File: src/hw/rtl/imufp_pkg.sv
// ----------------------------------------------------------------------------
// imufp_pkg
// Shared types and constants for the inertial sensor frame parser.
// ----------------------------------------------------------------------------
package imufp_pkg;

  // Frame layout.
  localparam logic [7:0] HDR_BYTE     = 8'h55;
  localparam logic [3:0] FIRST_DATA   = 4'd2;   // position of the first payload byte
  localparam logic [3:0] SUM_POS      = 4'd10;  // position of the checksum byte

  // Configuration register indexes and reset values.
  localparam int unsigned CFG_IDX_W   = 1;
  localparam logic [CFG_IDX_W-1:0] REG_TYPE_FIRST = 1'd0;
  localparam logic [CFG_IDX_W-1:0] REG_TYPE_LAST  = 1'd1;
  localparam logic [7:0] TYPE_FIRST_RST = 8'h51;
  localparam logic [7:0] TYPE_LAST_RST  = 8'h53;

  // Framing phase.
  typedef enum logic [1:0] {
    PH_HUNT = 2'd0,
    PH_TYPE = 2'd1,
    PH_DATA = 2'd2
  } phase_t;

  // Verified frame as delivered on the result channel.
  typedef struct packed {
    logic [7:0]         frame_type;
    logic signed [15:0] axis_x;
    logic signed [15:0] axis_y;
    logic signed [15:0] axis_z;
    logic signed [15:0] extra_word;
  } frame_t;

  // Framing status seen by the top level.
  typedef struct packed {
    phase_t     phase;
    logic [3:0] byte_index;
    logic       check_ok;   // current word is a matching checksum byte
  } core_status_t;

endpackage

File: src/hw/rtl/imufp_if.sv
// ----------------------------------------------------------------------------
// imufp_if
// Valid/ready channels for received bytes and verified frames.
// ----------------------------------------------------------------------------
interface imufp_byte_if;
  logic       valid;
  logic       ready;
  logic [7:0] in_byte;

  modport source (output valid, output in_byte, input ready);
  modport sink   (input valid, input in_byte, output ready);
endinterface

interface imufp_frame_if;
  logic               valid;
  logic               ready;
  logic [7:0]         frame_type;
  logic signed [15:0] axis_x;
  logic signed [15:0] axis_y;
  logic signed [15:0] axis_z;
  logic signed [15:0] extra_word;

  modport source (output valid, output frame_type, output axis_x, output axis_y,
                  output axis_z, output extra_word, input ready);
  modport sink   (input valid, input frame_type, input axis_x, input axis_y,
                  input axis_z, input extra_word, output ready);
endinterface

File: src/hw/rtl/imufp_core.sv
// ----------------------------------------------------------------------------
// imufp_core
// Framing state, running checksum and payload store. Advances one byte
// when step is high.
// ----------------------------------------------------------------------------
module imufp_core
  import imufp_pkg::*;
(
  input  logic         clk,
  input  logic         rst,
  input  logic         step,
  input  logic [7:0]   data,
  input  logic [7:0]   type_first,
  input  logic [7:0]   type_last,
  output core_status_t status,
  output frame_t       frame
);

  phase_t     phase, phase_next;
  logic [3:0] byte_index, byte_index_next;
  logic [7:0] running_sum, running_sum_next;
  logic [7:0] type_hold, type_hold_next;
  logic [7:0] payload [8];
  logic       store_we;
  logic [2:0] store_addr;
  logic       in_range;

  assign in_range   = (data >= type_first) && (data <= type_last);
  assign store_addr = 3'(byte_index - FIRST_DATA);

  // Next state of the framing sequencer.
  always_comb begin
    phase_next       = phase;
    byte_index_next  = byte_index;
    running_sum_next = running_sum;
    type_hold_next   = type_hold;
    store_we         = 1'b0;
    if (step) begin
      unique case (phase)
        PH_TYPE: begin
          if (in_range) begin
            type_hold_next   = data;
            running_sum_next = HDR_BYTE + data;
            byte_index_next  = FIRST_DATA;
            phase_next       = PH_DATA;
          end else begin
            phase_next = PH_HUNT;
          end
        end
        PH_DATA: begin
          if (byte_index < SUM_POS) begin
            store_we         = 1'b1;
            running_sum_next = running_sum + data;
            byte_index_next  = byte_index + 4'd1;
          end else begin
            phase_next      = PH_HUNT;
            byte_index_next = 4'd0;
          end
        end
        default: begin
          phase_next = (data == HDR_BYTE) ? PH_TYPE : PH_HUNT;
        end
      endcase
    end
  end

  // Control registers.
  always_ff @(posedge clk) begin
    if (rst) begin
      phase       <= PH_HUNT;
      byte_index  <= 4'd0;
      running_sum <= 8'd0;
      type_hold   <= 8'd0;
    end else begin
      phase       <= phase_next;
      byte_index  <= byte_index_next;
      running_sum <= running_sum_next;
      type_hold   <= type_hold_next;
    end
  end

  // Payload bytes; every entry is written before the checksum byte arrives.
  always_ff @(posedge clk) begin
    if (store_we) begin
      payload[store_addr] <= data;
    end
  end

  // The current byte closes a frame with a matching checksum.
  assign status.phase      = phase;
  assign status.byte_index = byte_index;
  assign status.check_ok   = (phase == PH_DATA) && (byte_index >= SUM_POS) &&
                             (running_sum == data);

  // Little-endian words from the payload store.
  assign frame.frame_type = type_hold;
  assign frame.axis_x     = {payload[1], payload[0]};
  assign frame.axis_y     = {payload[3], payload[2]};
  assign frame.axis_z     = {payload[5], payload[4]};
  assign frame.extra_word = {payload[7], payload[6]};

endmodule

File: src/hw/rtl/imu_frame_parser.sv
// ----------------------------------------------------------------------------
// imu_frame_parser
// Byte-serial parser for 11-byte inertial sensor frames with checksum.
// ----------------------------------------------------------------------------
//   channel  dir  handshake         payload
//   rx       in   valid / ready     in_byte
//   frame    out  valid / ready     frame_type, axis_x, axis_y, axis_z, extra_word
//   cfg      in   cfg_we            cfg_index, cfg_wdata
//
// One byte word is taken per cycle unless a matching checksum byte waits on a
// full output. A byte is registered on arrival and processed from the input
// register; a verified frame shows on the output register in the cycle after
// its checksum byte is processed. Reset clears the framing state and sets the
// type range to 0x51..0x53. A held result stalls only the checksum byte of the
// next good frame; bytes ahead of it keep flowing while the output waits.
// ----------------------------------------------------------------------------
module imu_frame_parser
  import imufp_pkg::*;
(
  input  logic                 clk,
  input  logic                 rst,
  imufp_byte_if.sink           rx,
  imufp_frame_if.source        frame,
  input  logic                 cfg_we,
  input  logic [CFG_IDX_W-1:0] cfg_index,
  input  logic [7:0]           cfg_wdata
);

  logic [7:0]   type_first, type_last;
  logic         stage_valid;
  logic [7:0]   stage_byte;
  logic         out_valid;
  frame_t       out_frame;
  frame_t       core_frame;
  core_status_t status;
  logic         out_free;
  logic         fire;
  logic         load;

  // Configuration registers.
  always_ff @(posedge clk) begin
    if (rst) begin
      type_first <= TYPE_FIRST_RST;
      type_last  <= TYPE_LAST_RST;
    end else if (cfg_we) begin
      unique case (cfg_index)
        REG_TYPE_FIRST: type_first <= cfg_wdata;
        REG_TYPE_LAST:  type_last  <= cfg_wdata;
        default: ;
      endcase
    end
  end

  // The staged byte moves on unless it is a matching checksum byte and the output is full.
  assign out_free = !out_valid || frame.ready;
  assign fire     = stage_valid && (!status.check_ok || out_free);
  assign load     = fire && status.check_ok;
  assign rx.ready = !stage_valid || fire;

  // Input register.
  always_ff @(posedge clk) begin
    if (rst) begin
      stage_valid <= 1'b0;
    end else if (rx.ready) begin
      stage_valid <= rx.valid;
    end
  end

  always_ff @(posedge clk) begin
    if (rx.ready && rx.valid) begin
      stage_byte <= rx.in_byte;
    end
  end

  imufp_core u_core (
    .clk        (clk),
    .rst        (rst),
    .step       (fire),
    .data       (stage_byte),
    .type_first (type_first),
    .type_last  (type_last),
    .status     (status),
    .frame      (core_frame)
  );

  // Result register.
  always_ff @(posedge clk) begin
    if (rst) begin
      out_valid <= 1'b0;
    end else if (load) begin
      out_valid <= 1'b1;
    end else if (frame.ready) begin
      out_valid <= 1'b0;
    end
  end

  always_ff @(posedge clk) begin
    if (load) begin
      out_frame <= core_frame;
    end
  end

  assign frame.valid      = out_valid;
  assign frame.frame_type = out_frame.frame_type;
  assign frame.axis_x     = out_frame.axis_x;
  assign frame.axis_y     = out_frame.axis_y;
  assign frame.axis_z     = out_frame.axis_z;
  assign frame.extra_word = out_frame.extra_word;

  // A result is never loaded over one that is still waiting.
  a_no_overwrite: assert property (@(posedge clk) disable iff (rst)
    !(load && out_valid && !frame.ready))
    else $error("result overwritten while held");

  // A result comes only from the checksum byte of a frame.
  a_load_at_sum: assert property (@(posedge clk) disable iff (rst)
    load |-> (status.phase == PH_DATA) && (status.byte_index == SUM_POS))
    else $error("result loaded outside checksum position");

  // Byte position stays within the frame while receiving.
  a_index_range: assert property (@(posedge clk) disable iff (rst)
    (status.phase == PH_DATA) |->
      (status.byte_index >= FIRST_DATA) && (status.byte_index <= SUM_POS))
    else $error("byte index out of range");

  // A loaded result is presented in the next cycle.
  a_load_shows: assert property (@(posedge clk) disable iff (rst)
    load |=> out_valid)
    else $error("loaded result not presented");

endmodule

File: src/flat_wrapper.sv
// flat-port wrapper written by rule: the top's interface ports become plain ports
module imu_frame_parser_flat import imufp_pkg::*;
  (clk, rst, cfg_we, cfg_index, cfg_wdata, rx_valid, rx_in_byte, rx_ready, frame_valid, frame_frame_type, frame_axis_x, frame_axis_y, frame_axis_z, frame_extra_word, frame_ready);
  imufp_byte_if rx_i ();
  imufp_frame_if frame_i ();
  input  logic clk;
  input  logic rst;
  input  logic cfg_we;
  input  logic [CFG_IDX_W-1:0] cfg_index;
  input  logic [7:0] cfg_wdata;
  input wire logic [$bits(rx_i.valid)-1:0] rx_valid;
  input wire logic [$bits(rx_i.in_byte)-1:0] rx_in_byte;
  output wire logic [$bits(rx_i.ready)-1:0] rx_ready;
  output wire logic [$bits(frame_i.valid)-1:0] frame_valid;
  output wire logic [$bits(frame_i.frame_type)-1:0] frame_frame_type;
  output wire logic [$bits(frame_i.axis_x)-1:0] frame_axis_x;
  output wire logic [$bits(frame_i.axis_y)-1:0] frame_axis_y;
  output wire logic [$bits(frame_i.axis_z)-1:0] frame_axis_z;
  output wire logic [$bits(frame_i.extra_word)-1:0] frame_extra_word;
  input wire logic [$bits(frame_i.ready)-1:0] frame_ready;
  assign rx_i.valid = rx_valid;
  assign rx_i.in_byte = rx_in_byte;
  assign rx_ready = rx_i.ready;
  assign frame_valid = frame_i.valid;
  assign frame_frame_type = frame_i.frame_type;
  assign frame_axis_x = frame_i.axis_x;
  assign frame_axis_y = frame_i.axis_y;
  assign frame_axis_z = frame_i.axis_z;
  assign frame_extra_word = frame_i.extra_word;
  assign frame_i.ready = frame_ready;
  imu_frame_parser u_core (.clk(clk), .rst(rst), .rx(rx_i), .frame(frame_i), .cfg_we(cfg_we), .cfg_index(cfg_index), .cfg_wdata(cfg_wdata));
endmodule
File: config.mk
export PLATFORM = sky130hd
export DESIGN_NAME = imu_frame_parser_flat
export DESIGN_NICKNAME = d
export VERILOG_FILES = /design/src/hw/rtl/imufp_pkg.sv /design/src/hw/rtl/imufp_if.sv /design/src/hw/rtl/imufp_core.sv /design/src/hw/rtl/imu_frame_parser.sv /design/src/flat_wrapper.sv
export SDC_FILE = /design/constraint.sdc
export NUM_CORES = 1
export LEC_CHECK = 0
export ABC_AREA = 1
export BUFFER_PORTS_ARGS = -buffer_cell sky130_fd_sc_hd__buf_2
export CORE_MARGIN = 1.5
export CORE_UTILIZATION = 51
export CTS_CLUSTER_DIAMETER = 200
export CTS_CLUSTER_SIZE = 40
export DETAILED_ROUTE_END_ITERATION = 16
export MAX_ROUTING_LAYER = met4
export PLACE_DENSITY = 0.79
export SLEW_MARGIN = 30
export SYNTH_ARGS = -nofsm -noshare
export SYNTH_HDL_FRONTEND = slang
export SYNTH_SLANG_ARGS = --single-unit
File: constraint.sdc
create_clock -name clk -period 3.27 [get_ports clk]
set_input_delay 0.654 -clock clk [delete_from_list [all_inputs] [get_ports clk]]
set_output_delay 0.654 -clock clk [all_outputs]
set_load 0.05 [all_outputs]
==> results.json <==
{
  "synth_commonest_cells": "edfxtp_1, nand2_1, inv_1",
  "yosysSeqAreaShare_pct": 72.70,
  "grt_pass1_wl_um": 23270,
  "ys_types": 33,
  "drt-total-wl_um": 14980,
  "cp-start-kind": "flip-flop",
  "yosysWarnings": 0,
  "cts-root-buf": "clkbuf_16",
  "synth_edf_count": 144,
  "dr.pass1.iters": 5,
  "fin_crit_ns": 2.956,
  "finClkSkew_ns": 0.01698,
  "rows": 42,
  "path_common_cell": "nand2_1",
  "cts.path.max_buffers": 2,
  "syn2layout_area_growth_pct": 18.49,
  "start_util_pct": 52.81,
  "critPathArrivalTime_ns": 2.30,
  "htree_num_levels": 4,
  "period_share_pct": 90.39,
  "holdWs_ns": 0.4049,
  "fp.dieW_um": 120.6,
  "tns_ns": 0,
  "worst_pin_slew_ns": 0.9689,
  "port_buffers": 95,
  "slew_violations": 0,
  "synth_top_area_share_pct": 61.34,
  "die_y_um": 120.6,
  "end_kind": "primary output",
  "via_count": 4532,
  "grt_max_degree": 44,
  "final_cell_count_no_fill": 860,
  "nets": 721,
  "ys_async_sr_fraction_pct": 0,
  "route.detailed.drc": 0,
  "max_stage_delay_ns": 0.72,
  "synthFlopType": "edfxtp_1",
  "antenna_found_initial": 0,
  "gp_congestion": 0.9544,
  "outcome": "finished clean",
  "clk_pin_slew_ns": 0.08,
  "max-cap-violations": 0,
  "syn_inst": 559,
  "rsz0062_at_grt": "no",
  "clk_latency_ns": 0.43,
  "cp_max_fo": 13,
  "cts_hold_buf": 0,
  "cts_tree": "done",
  "ctsResizeCount": 0,
  "slew_headroom_pct": 35.34,
  "yosys.cell_count.top_type": "edfxtp_1",
  "post-route-worst-setup-slack_ns": 0.3142,
  "track_usage_pct": 22.21,
  "syn_area_per_cell_um2": 12.61,
  "diodes": 0,
  "die-area_um2": 14540,
  "drt_iter0_drc": 318,
  "critical_path_class": "reg -> out",
  "hpwl_um": 9960,
  "power_density_nw_per_um2": 582.7,
  "setup_viol": 0,
  "cpMaxStageDelayCell": "edfxtp_1",
  "ant_nets": 0,
  "dp_cells": 828,
  "coreArea_um2": 13350,
  "required_ns": 2.62,
  "grt_pass1_vias": 4364,
  "yosys.area.top_type": "edfxtp_1",
  "drive_gt1_share_pct": 21.64,
  "overflow": 0,
  "syn_area_um2": 7049,
  "post-cts-setup-buffers": 0,
  "hold_path.class": "reg -> reg",
  "synth.area.top_cells": "edfxtp_1, dfxtp_1, nand2_1",
  "vdd_ir_drop_max_v": 0.0003679,
  "syn_nets": 609,
  "leakagePower_uw": 0.003442,
  "pre_cts_ws_ns": 0.4590,
  "cts.sinks": 184,
  "ys_seq_elements": 184,
  "path_buf_inv": 2,
  "cp_cell_sequence": "inv_1 > a21oi_1 > nand2_1 > nor2_2 > nand3_1 > nor2_1 > nand2_1 > buf_2",
  "power.total_uw": 4867,
  "wl_per_cell_um": 17.42,
  "hold_viol": 0,
  "io-pin-count": 96,
  "fmax_mhz": 338.3,
  "cp_top_family": "flip-flops",
  "cts_buffers": 17,
  "via_per_inst": 5.270
}
[logic make-up (layout without fill, tap and decap cells)]
logic type      Yosys count  in the layout  synth area share [%]
fa+ha+maj                28             28                 5.076
simple gates            196            196                 12.03
flops                   184            184                 72.70
compound gates           52             52                 4.083
xor+xnor                  8              8                0.9940
buf+inv                  91            216                 5.112
[cell type report]
type                       instances  area, µm²
tap                              176      220.2
fill                            1002       4995
inverter                          82      310.3
timing repair buffer             102      540.5
sequential                       184       5125
clock inverter                    14      153.9
multi-input combinational        284       1574
clock buffer                      18      429.2
[path summary, 6_finish.rpt]
path / startpoint / cells past startpoint / to / slack, ns
setup reg to reg: u_core.stage_byte[1]$_DFFE_PP_ / 10 / u_core.u_core.payload[1][1]$_DFFE_PP_ / 0.44
hold / removal: u_core.u_core.payload[2][0]$_DFFE_PP_ / 0 / frame_axis_y[0]$_DFFE_PP_ / 0.40
hold reg to reg: u_core.u_core.payload[2][0]$_DFFE_PP_ / 0 / frame_axis_y[0]$_DFFE_PP_ / 0.40
setup / recovery: u_core.stage_byte[6]$_DFFE_PP_ / 8 / rx_ready / 0.31
[worst register-to-register path: stages (launching register included)]
cell,delay [ns]
edfxtp_1,0.80
inv_2,0.15
nand2_1,0.09
nand2_1,0.07
nand2_1,0.08
nor2_2,0.05
nand4_2,0.10
nand2_4,0.15
inv_4,0.19
nand3_1,0.20
nor2_1,0.60
[routing by layer]
| layer | vias up | routed length, µm | track usage (%) |
|---|---|---|---|
| met5 | - | 0 | - |
| met4 | 0 | 374 | 7.500 |
| met3 | 32 | 747 | 4.387 |
| met2 | 167 | 7586 | 37.57 |
| met1 | 2203 | 6276 | 26.90 |
| li1 | 2130 | - | - |
[power by group]
part | leakage, µW | internal [µW] | switching (µW) | total [µW]
combinational | 0.00152 | 104 | 182 | 286
sequential | 0.00165 | 2540 | 52.7 | 2600
clock | 0.000281 | 1020 | 963 | 1990
total | 0.00344 | 3670 | 1200 | 4870
[per-stage QoR]
step / instance area (µm²) / utilization [%]
2_1_floorplan: 7049 / -
3_3_place_gp: 7760 / 58.14
3_5_place_dp: 7760 / 58.14
4_1_cts: 8343 / 62.50
5_1_grt: 8353 / 62.58
6_report: 8353 / 62.58
[flip-flops by register name, indices dropped and copies added, names as in the netlist]
name                       count
u_core.frame.frame_type        8
frame_extra_word              16
u_core.u_core.payload         64
u_core.u_core.phase            2
u_core.u_core.running_sum      8
u_core.u_core.type_hold        8
u_core.type_first              8
u_core.frame.valid             1
u_core.stage_byte              8
u_core.stage_valid             1
frame_axis_y                  16
u_core.u_core.byte_index       4
u_core.type_last               8
frame_axis_z                  16
frame_axis_x                  16
[cell usage in the layout, fill, tap and decap left out, drive strengths merged, types with 2 or more instances in the layout]
| cell | instances |
|---|---|
| a21o | 2 |
| a21oi | 23 |
| buf | 102 |
| clkbuf | 18 |
| clkinv | 7 |
| dfxtp | 40 |
| edfxtp | 144 |
| ha | 27 |
| inv | 88 |
| nand2 | 107 |
| nand3 | 14 |
| nand4 | 15 |
| nor2 | 45 |
| nor3 | 13 |
| nor4 | 2 |
| o211ai | 5 |
| o21ai | 19 |
| xnor2 | 3 |
| xor2 | 5 |
(Power assumes the default switching activity.)
